--- config.mk ---
export PLATFORM = sky130hd
export DESIGN_NAME = jps_merge
export DESIGN_NICKNAME = d
export VERILOG_FILES = /design/src/design/jps_pkg.sv /design/src/design/jps_merge.sv
export SDC_FILE = /design/constraint.sdc
export NUM_CORES = 1
export LEC_CHECK = 0
export BUFFER_PORTS_ARGS = -buffer_cell sky130_fd_sc_hd__buf_4
export CORE_ASPECT_RATIO = 0.9
export CORE_MARGIN = 4
export CORE_UTILIZATION = 35
export DETAILED_ROUTE_END_ITERATION = 8
export PLACE_DENSITY_LB_ADDON = 0.05
export SYNTH_ARGS = -nofsm -noshare
export SYNTH_HDL_FRONTEND = slang
export SYNTH_SLANG_ARGS = --single-unit
--- constraint.sdc ---
create_clock -name clk -period 0.8 [get_ports clk]
set_input_delay 0.08 -clock clk [delete_from_list [all_inputs] [get_ports clk]]
set_output_delay 0.08 -clock clk [all_outputs]
set_load 0.01 [all_outputs]
--- src/design/jps_pkg.sv ---
package jps_pkg;

    // channel count and widths
    localparam int MAX_CHANNELS     = 2;
    localparam int CHANNELS_DEFAULT = 2;
    localparam int SAMPLE_W         = 16;
    localparam int GAIN_W           = 16;
    localparam int ACC_W            = 28;
    localparam int SEG_W            = 3;
    localparam int NUM_SEGS         = 6;
    localparam int NUM_COEFS        = 4;
    localparam int GAIN_FRAC        = 12;
    localparam int HORNER_SHIFT     = 15;
    localparam int OUT_SHIFT        = 7;

    // pipeline depth of one lane, and of the whole block including the merge register
    localparam int LANE_LATENCY   = 6;
    localparam int RESULT_LATENCY = LANE_LATENCY + 1;

    typedef logic signed [SAMPLE_W-1:0] sample_t;
    typedef logic [GAIN_W-1:0]          gain_t;
    typedef logic [SEG_W-1:0]           seg_t;
    typedef logic signed [ACC_W-1:0]    acc_t;

    // what travels between the horner steps of a lane
    typedef struct packed {
        acc_t    acc;
        sample_t v;
        seg_t    seg;
    } lane_state_t;

    localparam gain_t GAIN_RESET = 16'd2048;

    // segment codes beyond the six cubics
    localparam seg_t SEG_CLAMP_LOW  = 3'd6;
    localparam seg_t SEG_CLAMP_HIGH = 3'd7;

    localparam sample_t SAMPLE_MIN = -16'sd32768;
    localparam sample_t SAMPLE_MAX = 16'sd32767;

    // output of the low clamp, used by the checks
    localparam sample_t CLAMP_LOW_OUT = 16'sd18682;

    // upper edge of each cubic segment, Q1.15
    localparam sample_t SEG_LIMIT [NUM_SEGS] = '{
        -16'sd23774, -16'sd7990, 16'sd15930, 16'sd23999, 16'sd30527, 16'sd32713
    };

    // c3, c2, c1, c0 per segment, Q6.22; the clamps are rows with only c0 set
    localparam acc_t COEF [8][NUM_COEFS] = '{
        '{ 28'sd6950,     28'sd20851,     28'sd2273858,   -28'sd132792  },
        '{ 28'sd379819,   28'sd832402,    28'sd2862696,   28'sd9605     },
        '{ -28'sd1239249, -28'sd351852,   28'sd2573919,   -28'sd13862   },
        '{ -28'sd112156,  -28'sd1995650,  28'sd3373059,   -28'sd143366  },
        '{ 28'sd6042734,  -28'sd15518925, 28'sd13277489,  -28'sd2561378 },
        '{ -28'sd6841329, 28'sd20490014,  -28'sd20268974, 28'sd7855931  },
        '{ 28'sd0,        28'sd0,         28'sd0,         -28'sd2391286 },
        '{ 28'sd0,        28'sd0,         28'sd0,         28'sd1233335  }
    };

    // pick the segment of a scaled sample
    function automatic seg_t seg_select(sample_t v);
        seg_t s;
        s = SEG_CLAMP_HIGH;
        for (int k = NUM_SEGS - 1; k >= 0; k--) begin
            if (v <= SEG_LIMIT[k]) begin
                s = seg_t'(k);
            end
        end
        if (v == SAMPLE_MIN) begin
            s = SEG_CLAMP_LOW;
        end
        return s;
    endfunction

endpackage

--- src/design/jps_merge.sv ---
module jps_merge (
    input  logic             clk,
    input  logic             rst_n,
    input  logic             valid_in,
    input  jps_pkg::sample_t lane_y [jps_pkg::MAX_CHANNELS],
    output logic             done,
    output jps_pkg::sample_t left_shaped,
    output jps_pkg::sample_t right_shaped
);

    logic             done_reg;
    jps_pkg::sample_t left_reg;
    jps_pkg::sample_t right_reg;

    // result strobe
    always_ff @(posedge clk or negedge rst_n)
    begin
        if (!rst_n) begin
            done_reg <= 1'b0;
        end else begin
            done_reg <= valid_in;
        end
    end

    // gather the lanes into one result item
    always_ff @(posedge clk)
    begin
        left_reg  <= lane_y[0];
        right_reg <= lane_y[1];
    end

    assign done         = done_reg;
    assign left_shaped  = left_reg;
    assign right_shaped = right_reg;

endmodule

==> results of run 1 <==
-- cell families after synthesis --
family,share of synthesized area
DFF,1.00
-- stage by stage --
| step | worst slack, ns | util |
|---|---|---|
| after floorplan | 0.344 | - |
| after global placement | 0.245 | 0.691 |
| after detailed placement | 0.243 | 0.691 |
==> flow_metrics.tcl, run 1 <==
set metrics [dict create \
    outcome "did not finish" \
    failed_stage "clock tree synthesis" \
    toolErrorMsg "[ERROR DPL-0038] Utilization greater than 100%, impossible to legalize" \
    start_util 0.384 \
    synth-edff-count 0 \
    yosys.cell_count.top_type "dfxtp_1" \
    yosysWarnings 0 \
    ctsRootBufferMaster "clkbuf_4" \
    die_x_um 54.0 \
    htreeDepth 2 \
    placed_cells 124 \
    yosys.area.top_type "dfxtp_1" \
    cts_resized 47 \
    synth_area_leaders "dfxtp_1 (96%), dfrtp_1 (3.8%)" \
    clk_path_buf_depth 2 \
    synth_top_area_frac 0.962 \
    async_flop_share 0.0303 \
    ys_ff_latch 33 \
    synth_cell_types 2 \
    syn_inst 33 \
    post-cts-setup-buffers 0 \
    fp-row-count 14 \
    cts_hold_buf 34 \
    ys.flop_type "dfxtp_1" \
    synth_top_cells_by_count "dfxtp_1 (32), dfrtp_1 (1)" \
    postPlaceCellArea_um2 1200 \
    ys_seq_area_frac 1.00 \
    synth_area_um2 666 \
    clkSinkCount 33 \
    synth_nets 68 \
    die_h_um 49.4 \
    cts_buffers 5 \
    io_pins 68 \
    gp_congestion 0.626 \
    post_synth.cell_area_avg_um2 20.2 \
    io_buffers 67 \
]
==> run 2: changes to the inputs <==
--- a/config.mk
+++ b/config.mk
@@ -6,11 +6,10 @@
 export NUM_CORES = 1
 export LEC_CHECK = 0
 export BUFFER_PORTS_ARGS = -buffer_cell sky130_fd_sc_hd__buf_4
-export CORE_ASPECT_RATIO = 0.9
-export CORE_MARGIN = 4
-export CORE_UTILIZATION = 35
+export CORE_AREA = 4 4 65 67
 export DETAILED_ROUTE_END_ITERATION = 8
-export PLACE_DENSITY_LB_ADDON = 0.05
+export DIE_AREA = 0 0 69 71
+export PLACE_DENSITY_LB_ADDON = 0.15
 export SYNTH_ARGS = -nofsm -noshare
 export SYNTH_HDL_FRONTEND = slang
 export SYNTH_SLANG_ARGS = --single-unit
==> flow_metrics.tcl, run 2 <==
set metrics [dict create \
    outcome "finished, violations left" \
    violations "negative setup slack" \
    clk_pin_slew_worst_paths_ns 0.06 \
    layout_common_cells "dlygate4sd3_1 (34), buf_4 (34), buf_6 (33)" \
    drv_cap 0 \
    clk_path_buf_depth 2 \
    clkSinkCount 33 \
    yosysWarnings 0 \
    crit_type "flop to primary output" \
    drive_gt1_frac 0.754 \
    ctsRootBufferMaster "clkbuf_8" \
    route.detailed.drc 0 \
    core_area_um2 3630 \
    fmaxAchievable_ghz 1.18 \
    rsz0062_at_grt "true" \
    synth-simple-area-share 0 \
    yosys.cell_count.top_type "dfxtp_1" \
    nets 176 \
    htreeDepth 2 \
    critPathRequiredTime_ns 0.72 \
    grt_pass1_vias 765 \
    antenna_found_initial 0 \
    io_buffers 67 \
    cp-start-kind "flop" \
    n_fill_cell 332 \
    drtIter0Drc 22 \
    power.density_nw_per_um2 2210 \
    setup_viol 1 \
    maxSlewHeadroom 0.943 \
    postPlaceCellArea_um2 1230 \
    timing.final.crit_share 1.06 \
    yosys-mux-area-fraction 0 \
    multi_input_area_um2 0 \
    synth_nets 68 \
    drv_slew 0 \
    synth_fa_ha_area_frac 0 \
    die-area_um2 4900 \
    cts_buffers 5 \
    antenna_left 0 \
    end_kind "primary output" \
    grt-ovfl-total 0 \
    fin_tns_setup_ns -0.0468 \
    start_util 0.183 \
    placed_cells 148 \
    yosys.area.top_type "dfxtp_1" \
    path_delay_family "flip-flops" \
    hold_violations 0 \
    ys_seq_area_frac 1.00 \
    grt_pass1_wl_um 3670 \
    cts_tree "done" \
    critPathMaxFanout 1 \
    synth_area_leaders "dfxtp_1 (96%), dfrtp_1 (3.8%)" \
    die_x_um 69 \
    synth_compound_area_frac 0 \
    min_period_ns 0.847 \
    gp_congestion 0.730 \
    async_flop_share 0.0303 \
    synth_top_cells_by_count "dfxtp_1 (32), dfrtp_1 (1)" \
    stdcell_count 190 \
    wirelength_um 2210 \
    area_growth_pct 181 \
    worst_pin_slew_ns 0.0854 \
    multi_input_cells 0 \
    grt_use_total 0.0988 \
    post_synth.cell_area_avg_um2 20.2 \
    syn_inst 33 \
    ys_ff_latch 33 \
    wl_per_cell_um 11.6 \
    grt_max_degree 13 \
    hold_class "primary input to asynchronous set/reset pin" \
    ys.flop_type "dfxtp_1" \
    synth-edff-count 0 \
    final_area_um2 1870 \
    crit_path_top_delay_cell "dfrtp_1" \
    io_pins 68 \
    synth_area_um2 666 \
    post-cts-setup-buffers 0 \
    cp.arrival_ns 0.77 \
    path_buf_inv 1 \
    path_cells "buf_6" \
    power.leakage_nw 0.856 \
    power_mw 4.14 \
    max_stage_delay_ns 0.37 \
    drtPass1Iterations 3 \
    die_h_um 71 \
    ir_drop_v 0.00163 \
    n_antenna_cell 0 \
    synthXorXnorAreaFrac 0 \
    vias 659 \
    fp-row-count 22 \
    vias_per_cell 3.47 \
    synth_cell_types 2 \
    fin_ws_ns -0.0468 \
    synth_top_area_frac 0.962 \
]
run 2: cell counts after synthesis:
No cell type changed its count.
run 2: worst paths after layout:
check                      startpoint  slack [ns]              to  cells after the start
max in group asynchronous       rst_n        0.61            done                      2
min in group clk           lane_y[23]        0.43  left_shaped[7]                      2
max                              done       -0.05            done                      1
min                             rst_n        0.11            done                      2
run 2: per-stage QoR:
stage	hold WS, ns	setup slack (ns)	utilization
after global routing	0.0962	-0.0820	0.515
after detailed placement	-0.138	0.237	0.338
after CTS	0.106	-0.0639	0.502
after floorplan	-0.216	0.344	-
final	0.108	-0.0468	0.515
after global placement	-0.137	0.243	0.338
run 2: kinds of logic (layout without fill, tap and decap cells):
kind of cell | count (synthesis) | count (layout)
DFF | 33 | 33
buffers and inverters | 0 | 109
run 2: where the power goes:
part	switching, mW	leakage, nW	total, mW	internal (mW)
Combinational	0.128	0.505	0.492	0.364
Clock	0.607	0.0687	1.86	1.25
Sequential	0.0407	0.282	1.79	1.75
Total	0.775	0.856	4.14	3.37
run 2: layout make-up:
type                    instances  area [um^2]  share of cell area
clock inverters                 3         68.8              0.0368
clock buffers                   5         68.8              0.0368
well taps                      48         60.1              0.0321
flip-flops and latches         33          706               0.377
repair buffers                101          967               0.517
run 2: routing by layer:
metal  wire [um]  track usage  share of wire  vias to the layer above
li1            -            -              -                      315
met2        1250        0.183           0.56                       44
met5           0            0              0                        -
met1         695       0.0852           0.31                      298
met3         256       0.0611           0.12                        2
met4          12       0.0390         0.0054                        0
run 2: what timing repair did:
| item | CTS | global route |
|---|---|---|
| setup endpoints to repair | 27 | 33 |
| hold buffers | 34 | 0 |
| endpoints found under the hold margin | 34 | 0 |
| resized for setup | 40 | 25 |
(Power assumes the default switching activity.)
