<file path="src/design/jps_pkg.sv">
package jps_pkg;

    // channel count and widths
    localparam int MAX_CHANNELS     = 2;
    localparam int CHANNELS_DEFAULT = 2;
    localparam int SAMPLE_W         = 16;
    localparam int GAIN_W           = 16;
    localparam int ACC_W            = 28;
    localparam int SEG_W            = 3;
    localparam int NUM_SEGS         = 6;
    localparam int NUM_COEFS        = 4;
    localparam int GAIN_FRAC        = 12;
    localparam int HORNER_SHIFT     = 15;
    localparam int OUT_SHIFT        = 7;

    // pipeline depth of one lane, and of the whole block including the merge register
    localparam int LANE_LATENCY   = 6;
    localparam int RESULT_LATENCY = LANE_LATENCY + 1;

    typedef logic signed [SAMPLE_W-1:0] sample_t;
    typedef logic [GAIN_W-1:0]          gain_t;
    typedef logic [SEG_W-1:0]           seg_t;
    typedef logic signed [ACC_W-1:0]    acc_t;

    // what travels between the horner steps of a lane
    typedef struct packed {
        acc_t    acc;
        sample_t v;
        seg_t    seg;
    } lane_state_t;

    localparam gain_t GAIN_RESET = 16'd2048;

    // segment codes beyond the six cubics
    localparam seg_t SEG_CLAMP_LOW  = 3'd6;
    localparam seg_t SEG_CLAMP_HIGH = 3'd7;

    localparam sample_t SAMPLE_MIN = -16'sd32768;
    localparam sample_t SAMPLE_MAX = 16'sd32767;

    // output of the low clamp, used by the checks
    localparam sample_t CLAMP_LOW_OUT = 16'sd18682;

    // upper edge of each cubic segment, Q1.15
    localparam sample_t SEG_LIMIT [NUM_SEGS] = '{
        -16'sd23774, -16'sd7990, 16'sd15930, 16'sd23999, 16'sd30527, 16'sd32713
    };

    // c3, c2, c1, c0 per segment, Q6.22; the clamps are rows with only c0 set
    localparam acc_t COEF [8][NUM_COEFS] = '{
        '{ 28'sd6950,     28'sd20851,     28'sd2273858,   -28'sd132792  },
        '{ 28'sd379819,   28'sd832402,    28'sd2862696,   28'sd9605     },
        '{ -28'sd1239249, -28'sd351852,   28'sd2573919,   -28'sd13862   },
        '{ -28'sd112156,  -28'sd1995650,  28'sd3373059,   -28'sd143366  },
        '{ 28'sd6042734,  -28'sd15518925, 28'sd13277489,  -28'sd2561378 },
        '{ -28'sd6841329, 28'sd20490014,  -28'sd20268974, 28'sd7855931  },
        '{ 28'sd0,        28'sd0,         28'sd0,         -28'sd2391286 },
        '{ 28'sd0,        28'sd0,         28'sd0,         28'sd1233335  }
    };

    // pick the segment of a scaled sample
    function automatic seg_t seg_select(sample_t v);
        seg_t s;
        s = SEG_CLAMP_HIGH;
        for (int k = NUM_SEGS - 1; k >= 0; k--) begin
            if (v <= SEG_LIMIT[k]) begin
                s = seg_t'(k);
            end
        end
        if (v == SAMPLE_MIN) begin
            s = SEG_CLAMP_LOW;
        end
        return s;
    endfunction

endpackage

</file>
<file path="src/design/jps_horner.sv">
module jps_horner #(
    parameter int STEP = 1
) (
    input  logic                    clk,
    input  jps_pkg::lane_state_t    state_in,
    output jps_pkg::lane_state_t    state_out
);

    localparam int PROD_W = jps_pkg::ACC_W + jps_pkg::SAMPLE_W;

    logic signed [PROD_W-1:0] prod;
    logic signed [PROD_W-1:0] prod_shifted;
    jps_pkg::acc_t            acc_next;
    jps_pkg::lane_state_t     state_reg;

    // acc * x / 2^22 with x = v * 2^7, then add the next coefficient
    always_comb
    begin
        prod         = PROD_W'(state_in.acc) * PROD_W'(state_in.v);
        prod_shifted = prod >>> jps_pkg::HORNER_SHIFT;
        acc_next     = jps_pkg::acc_t'(prod_shifted[jps_pkg::ACC_W-1:0])
                       + jps_pkg::COEF[state_in.seg][STEP];
    end

    // step register
    always_ff @(posedge clk)
    begin
        state_reg.acc <= acc_next;
        state_reg.v   <= state_in.v;
        state_reg.seg <= state_in.seg;
    end

    assign state_out = state_reg;

endmodule

</file>
<file path="src/design/jps_lane.sv">
module jps_lane (
    input  logic             clk,
    input  jps_pkg::sample_t sample,
    input  jps_pkg::gain_t   gain,
    output jps_pkg::sample_t shaped
);

    localparam int PROD_W = jps_pkg::SAMPLE_W + jps_pkg::GAIN_W + 1;
    localparam int OUT_W  = jps_pkg::ACC_W + 1;

    logic signed [PROD_W-1:0] prod_reg;
    logic signed [PROD_W-1:0] scaled;
    jps_pkg::sample_t         v_sat;
    jps_pkg::seg_t            seg_sel;
    jps_pkg::lane_state_t     first_reg;
    jps_pkg::lane_state_t     step1;
    jps_pkg::lane_state_t     step2;
    jps_pkg::lane_state_t     step3;
    logic signed [OUT_W-1:0]  neg_round;
    logic signed [OUT_W-1:0]  out_shifted;
    jps_pkg::sample_t         y_sat;
    jps_pkg::sample_t         shaped_reg;

    // gain multiply
    always_ff @(posedge clk)
    begin
        prod_reg <= PROD_W'(sample) * $signed({1'b0, gain});
    end

    // floor to Q1.15 with saturation, then segment lookup
    always_comb
    begin
        scaled = prod_reg >>> jps_pkg::GAIN_FRAC;
        if (scaled > PROD_W'(jps_pkg::SAMPLE_MAX)) begin
            v_sat = jps_pkg::SAMPLE_MAX;
        end else if (scaled < PROD_W'(jps_pkg::SAMPLE_MIN)) begin
            v_sat = jps_pkg::SAMPLE_MIN;
        end else begin
            v_sat = jps_pkg::sample_t'(scaled[jps_pkg::SAMPLE_W-1:0]);
        end
        seg_sel = jps_pkg::seg_select(v_sat);
    end

    // horner start value is c3
    always_ff @(posedge clk)
    begin
        first_reg.acc <= jps_pkg::COEF[seg_sel][0];
        first_reg.v   <= v_sat;
        first_reg.seg <= seg_sel;
    end

    jps_horner #(.STEP(1)) u_step1 (.clk(clk), .state_in(first_reg), .state_out(step1));
    jps_horner #(.STEP(2)) u_step2 (.clk(clk), .state_in(step1), .state_out(step2));
    jps_horner #(.STEP(3)) u_step3 (.clk(clk), .state_in(step2), .state_out(step3));

    // negate, round to nearest with ties up, saturate
    always_comb
    begin
        neg_round   = -OUT_W'(step3.acc) + OUT_W'(64);
        out_shifted = neg_round >>> jps_pkg::OUT_SHIFT;
        if (out_shifted > OUT_W'(jps_pkg::SAMPLE_MAX)) begin
            y_sat = jps_pkg::SAMPLE_MAX;
        end else if (out_shifted < OUT_W'(jps_pkg::SAMPLE_MIN)) begin
            y_sat = jps_pkg::SAMPLE_MIN;
        end else begin
            y_sat = jps_pkg::sample_t'(out_shifted[jps_pkg::SAMPLE_W-1:0]);
        end
    end

    // output stage
    always_ff @(posedge clk)
    begin
        shaped_reg <= y_sat;
    end

    assign shaped = shaped_reg;

endmodule

</file>
<file path="config.mk">
export PLATFORM = sky130hd
export DESIGN_NAME = jps_lane
export DESIGN_NICKNAME = d
export VERILOG_FILES = /design/src/design/jps_pkg.sv /design/src/design/jps_horner.sv /design/src/design/jps_lane.sv
export SDC_FILE = /design/constraint.sdc
export NUM_CORES = 2
export LEC_CHECK = 0
export BUFFER_PORTS_ARGS = -buffer_cell sky130_fd_sc_hd__buf_2
export CAP_MARGIN = 20
export CORE_ASPECT_RATIO = 1.5
export CORE_UTILIZATION = 55
export DETAILED_ROUTE_END_ITERATION = 12
export MAX_ROUTING_LAYER = met4
export PLACE_DENSITY = 0.76
export SETUP_SLACK_MARGIN = 0.5
export SLEW_MARGIN = 20
export SYNTH_ARGS = -nofsm -noshare
export SYNTH_HDL_FRONTEND = slang
export SYNTH_SLANG_ARGS = --single-unit
</file>
<file path="constraint.sdc">
create_clock -name clk -period 17.3 [get_ports clk]
set_input_delay 0.865 -clock clk [delete_from_list [all_inputs] [get_ports clk]]
set_output_delay 0.865 -clock clk [all_outputs]
set_load 0.1 [all_outputs]
</file>
## After elaboration in Yosys (flattened, before gate mapping)

Memories as Yosys holds them, arrays and structs flattened. A register that Yosys moved wholly into a read port is not among the register bits.
Cells that the tools add are included.

| word-level totals | value |
|---|---|
| output and inout bits | 16 |
| memories | 4 |
| flip-flop bits (word level) | 190 |
| bits in read-only memories | 3584 |
| input bits | 33 |
| logic and storage cells | 58 |

Memories:

| name | words | width | rd ports | clocked after Yosys merged registers in | write ports | RTL line | text |
|---|---|---|---|---|---|---|---|
| (name not given) | 8 | 112 | 1 | 0 | 0 | jps_horner.sv:22 | `+ jps_pkg::COEF[state_in.seg][STEP];` |
| (name not given) | 8 | 112 | 1 | 0 | 0 | jps_horner.sv:22 |  |
| (name not given) | 8 | 112 | 1 | 1 | 0 | jps_lane.sv:47 | `first_reg.acc <= jps_pkg::COEF[seg_sel][0];` |
| (name not given) | 8 | 112 | 1 | 0 | 0 | jps_horner.sv:22 |  |

| cells by class | value |
|---|---|
| order comparisons | 13 |
| multiply operators | 4 |
| $add $sub $neg | 5 |
| bitwise logic cells | 4 |
| muxes and demuxes | 16 |
| eq/ne operators | 1 |

Operators by type and width:

| operator | number |
|---|---|
| 84-bit 2-to-1 mux | 2 |
| 28-bit by 16-bit multiplier with 43-bit output | 3 |
| 56-bit 2-to-1 mux | 2 |
| 28-bit adder | 3 |
| 16-bit less-or-equal comparator, second input constant | 4 |
| 28-bit 2-to-1 mux | 2 |
| 16-bit 2-to-1 mux | 3 |
| 16-bit by 17-bit multiplier with 33-bit output | 1 |
| 29-bit by 8-bit adder with 29-bit output, second input constant | 1 |
| 28-bit negation with 29-bit output | 1 |
| 22-bit by 16-bit > comparator with 1-bit output, second input constant | 1 |
| 22-bit by 16-bit less-than comparator with 1-bit output, second input constant | 1 |
| 21-bit by 16-bit > comparator with 1-bit output, second input constant | 1 |
| 21-bit by 16-bit less-than comparator with 1-bit output, second input constant | 1 |
| 3-bit 2-to-1 mux | 6 |
| 16-bit equality test, second input constant | 1 |
| 16-bit by 14-bit less-or-equal comparator with 1-bit output, second input constant | 1 |
| 16-bit by 15-bit less-or-equal comparator with 1-bit output, second input constant | 1 |
| 3-bit NOT with 4-bit output | 4 |
| 4-bit greater-or-equal comparator, second input constant | 3 |
| 2-bit 2-to-1 mux | 1 |

## Longest topological paths before layout

| logic depth | value |
|---|---|
| depth in word-level cells | 12 |
| depth in mapped cells | 38 |
| depth with buffers taken out | 37 |

## Hierarchy

From an unflattened synthesis, not the netlist that was laid out.

| second synthesis, totals | value |
|---|---|
| cells, all modules | 7201 |
| area total of the unflattened synthesis | 64038.9 um2 |

By module, submodules not included:

| module | sequential area each (um2) | instances | cells each | area an instance (um2) |
|---|---|---|---|---|
| jps_horner (u_step1) | 940.9 | 1 | 1998 | 17707.0 |
| jps_horner (u_step3) | 940.9 | 1 | 1989 | 17661.9 |
| jps_horner (u_step2) | 940.9 | 1 | 1957 | 17475.5 |
| jps_lane | 1521.5 | 1 | 1257 | 11194.5 |

## Worst setup path after synthesis

No wires, ideal clock.

| timing | value |
|---|---|
| path type | register -> register |
| start point | register u_step1.state_reg, in the netlist u_step1.state_out[10] |
| end point | register u_step2.state_reg, in the netlist u_step2.state_out[46] |
| path buffers | 2 |
| setup time | 130 ps |
| period minus slack after synthesis | 8352 ps |
| arrival time | 8222 ps |
| slack | 8948 ps |
| required time | 17170 ps |
| stages on the path, launching flop included | 35 |
| cell sequence | dfxtp_1 clkbuf_1 buf_1 nand2_1 fa_1 inv_1 fa_1 fa_1 fa_1 fa_1 inv_1 fa_1 inv_1 ha_1 a211oi_1 nand2_1 o221ai_1 nor2_1 o21ai_0 a21oi_1 o21a_1 o21a_1 o21a_1 o21ai_0 a21oi_1 ha_1 nand4_1 inv_1 nand3_1 or3_1 o221ai_1 o41ai_1 nand2b_1 a221oi_1 xnor3_1 |

| on the way | value |
|---|---|
| longest elaborated chain between the ends | 2 |

Ends and longest elaborated chain:

| element | RTL line | text |
|---|---|---|
| from (decl) | jps_horner.sv:14 | `jps_pkg::lane_state_t state_reg;` |
| 28-bit by 16-bit multiplier with 43-bit output | jps_horner.sv:19 | `prod = PROD_W'(state_in.acc) * PROD_W'(state_in.v);` |
| 28-bit adder | jps_horner.sv:22 |  |
| net u_step2.acc_next[27] | jps_horner.sv:13 | `jps_pkg::acc_t acc_next;` |
| to (decl) | jps_horner.sv:14 |  |

The timed path passes the listed nets, and every way through them passes these cells.
A chain may end at the register's enable or synchronous reset.

## Final worst setup path

| timing | value |
|---|---|
| start point | register u_step2.state_reg, in the netlist u_step2.state_out[18] |
| end point | register u_step3.state_reg, in the netlist u_step3.state_out[45] |

| on the way | value |
|---|---|
| longest elaborated chain between the ends | 2 |

Ends and longest elaborated chain:

| element | RTL line |
|---|---|
| 28-bit by 16-bit multiplier with 43-bit output | jps_horner.sv:19 |
| 28-bit adder | jps_horner.sv:22 |
| net u_step3.acc_next[26] | jps_horner.sv:13 |
| to (decl) | jps_horner.sv:14 |

The timed path passes the listed nets, and every way through them passes these cells.

==> summary.md <==
| Metric | Value |
|---|---|
| Number of placement rows | `149` |
| Post-layout net count | `8,629` |
| FF+latch count, synth | `198` |
| Average cell area after synthesis | `8.953 sq um` |
| Clock-pin slew on the worst setup and hold paths | `100 ps` |
| Global route overflow | `0` |
| Final slew viol count | `0` |
| Die W | `273.6 microns` |
| Final hold slack | `496.6 ps` |
| First-pass GRT wire length | `243,300 microns` |
| CP peak stage delay | `800 ps` |
| Cell Area, Placed | `0.06221 sq mm` |
| Worst-Margin Slew | `1129 ps` |
| Most frequent cell on the critical path | `fa_1` |
| Post-layout minimum cycle time | `9893 ps` |
| Vias | `44,240` |
| Slowest-stage cell, CP | `clkinv_1` |
| Crit path buf inv count | `3` |
| Met3 usage | `0.03329` |
| Cells after synthesis | `6,796` |
| Core ar. | `0.1098 sq mm` |
| Post-CTS Hold Buffers | `0` |
| Fillers | `9,536` |
| Post-synthesis async set-or-reset flop share | `0` |
| Sequential-to-total area share from yosys stat | `0.06515` |
| Average wire per standard cell | `18.18 microns` |
| Final hold violation count | `0` |
| Number of post-CTS setup repair buffers | `0` |
| Largest net degree at the start of global routing | `31` |
| DR pass1 iterations | `5` |
| Crit path max fanout | `19` |
| Mapped Area | `0.06084 sq mm` |
| Post-DP HPWL | `122,300 microns` |
| CP top delay family | `adder cells` |
| Syn Nets | `8,778` |
| Highest clock rate | `101.1 MHz` |
| Worst min-delay path class | `flip-flop to flip-flop` |
| Root buf cell | `clkbuf_16` |
| TritonCTS clock tree | `yes` |
| TritonCTS buffer count | `17` |
| Buffers on Ports | `48` |
| Period utilization | `0.5719` |
| Depth of the CTS H-tree | `4` |
| Overall routing resource usage | `0.2853` |
| Nature of the critical path endpoint | `flip-flop` |
| WP data arrival | `10,350 ps` |
| RSZ-0062 raised after global routing | `false` |
| Slew headroom | `0.2470` |
| Fin area | `0.06281 sq mm` |
| Worst Setup Path Type | `flip-flop to flip-flop` |
| Setup TNS | `0 ps` |
| Req. time, crit path | `17,760 ps` |
| Max-cap violations | `0` |
| Status | `finished clean` |
| Met2 GRT Util | `0.5095` |
| Initial antenna violation count | `2` |
| Clock Skews | `33.27 ps` |
| Clock buffer depth | `2` |
| Prevailing post-synth register cell | `dfxtp_1` |
| Yosys Warn Count | `0` |
| Vias in the first global route | `49,350` |
| GPL Wtd Cong | `0.9469` |
| DRC violations left | `0` |
| Cts repair resizes | `0` |
| Full die area | `0.1120 sq mm` |
| Sink Count | `198` |
| Layout Area Growth over Synthesis | `3.231%` |
| Antenna Nets Post-Route | `0` |
| Total Wirelength | `147,200 microns` |
| Grt met1 use | `0.2925` |
| CP startpoint kind | `flip-flop` |
| Final setup fails | `0` |
| Die height | `409.4 microns` |
| Post-synth EDFFs | `0` |
| Initial core utilization | `0.5541` |
| Initial DRC count | `2,591` |
| Layer with the highest usage | `met2` |
| Fin util | `0.5720` |
| Num ports | `49` |
| Via density per instance | `5.464` |
| Skew-Pair Late Insertion Delay | `540 ps` |
| Cell variety after synth | `79` |
| Share of cells above drive strength 1 | `0.02147` |
-- synthesized netlist by cell type (41+ instances only) --
| cell | number | area, sq um |
|---|---|---|
| nand3_1 | 46 | 230.2 |
| and2_1 | 572 | 3578 |
| a21o_1 | 58 | 435.4 |
| inv_1 | 1752 | 6576 |
| nor3_1 | 41 | 205.2 |
| o21ai_0 | 81 | 405.4 |
| fa_1 | 1412 | 28270 |
| a21oi_1 | 138 | 690.7 |
| xor2_1 | 61 | 534.3 |
| o21a_1 | 42 | 315.3 |
| dfxtp_1 | 198 | 3964 |
| clkbuf_1 | 241 | 904.6 |
| nor2_1 | 186 | 698.2 |
| nand2_1 | 948 | 3558 |
| xnor2_1 | 138 | 1209 |
| nand2b_1 | 51 | 319.1 |
| ha_1 | 537 | 6719 |
-- cell type report --
class                      count  area [sq um]  share of cell area
antenna                        3         7.507           0.0001195
clock buffer                  19         442.9            0.007052
clock inverter                13         148.9            0.002371
inverter                    1755          6588              0.1049
multi-input combinational   4592         49350              0.7857
sequential                   198          3969             0.06319
tap                         1434          1794             0.02857
timing repair buffer          83         510.5            0.008128
-- cell families after synthesis --
logic type | after synthesis | share of synthesized area
xor+xnor | 200 | 0.02902
buf+inv | 2006 | 0.1239
flops | 198 | 0.06515
fa+ha+maj | 1949 | 0.5750
simple gates | 1961 | 0.1550
mux | 6 | 0.0009871
compound gates | 476 | 0.05096
-- path summary, 6_finish.rpt --
path                                             from                     to  slack, ps  cells after the start
worst min register to register  u_step3.state_out[46]             shaped[15]        500                      1
worst max-delay path            u_step2.state_out[18]  u_step3.state_out[45]       7410                     30
worst min-delay path            u_step3.state_out[46]             shaped[15]        500                      1
worst max register to register  u_step2.state_out[18]  u_step3.state_out[45]       7410                     30
-- routing by layer --
| metal | vias to the layer above | share of wire |
|---|---|---|
| li1 | 19560 | - |
| met1 | 22400 | 0.34 |
| met2 | 1630 | 0.53 |
| met3 | 651 | 0.052 |
| met4 | 0 | 0.074 |
| met5 | - | 0 |
-- metrics by stage --
stage / instances / setup slack, ps
2_1_floorplan: 6796 / 8948
3_3_place_gp: 8061 / 7519
3_5_place_dp: 8062 / 7405
4_1_cts: 8094 / 7377
5_1_grt: 8096 / 6759
6_report: 8097 / 7407
-- layout by cell type (no fill, tap or decap), types with 58 or more instances in the layout --
cell type and instances:
nand2_1 948, inv_1 1752, dfxtp_1 194, o21ai_0 81, and2_1 572, fa_1 1412, a21o_1 58, xor2_1 61
ha_1 537, xnor2_1 138, nor2_1 186, a21oi_1 138
Power is not shown: default switching activity piles up to over one toggle a cycle in this logic, so the estimate is an artifact.
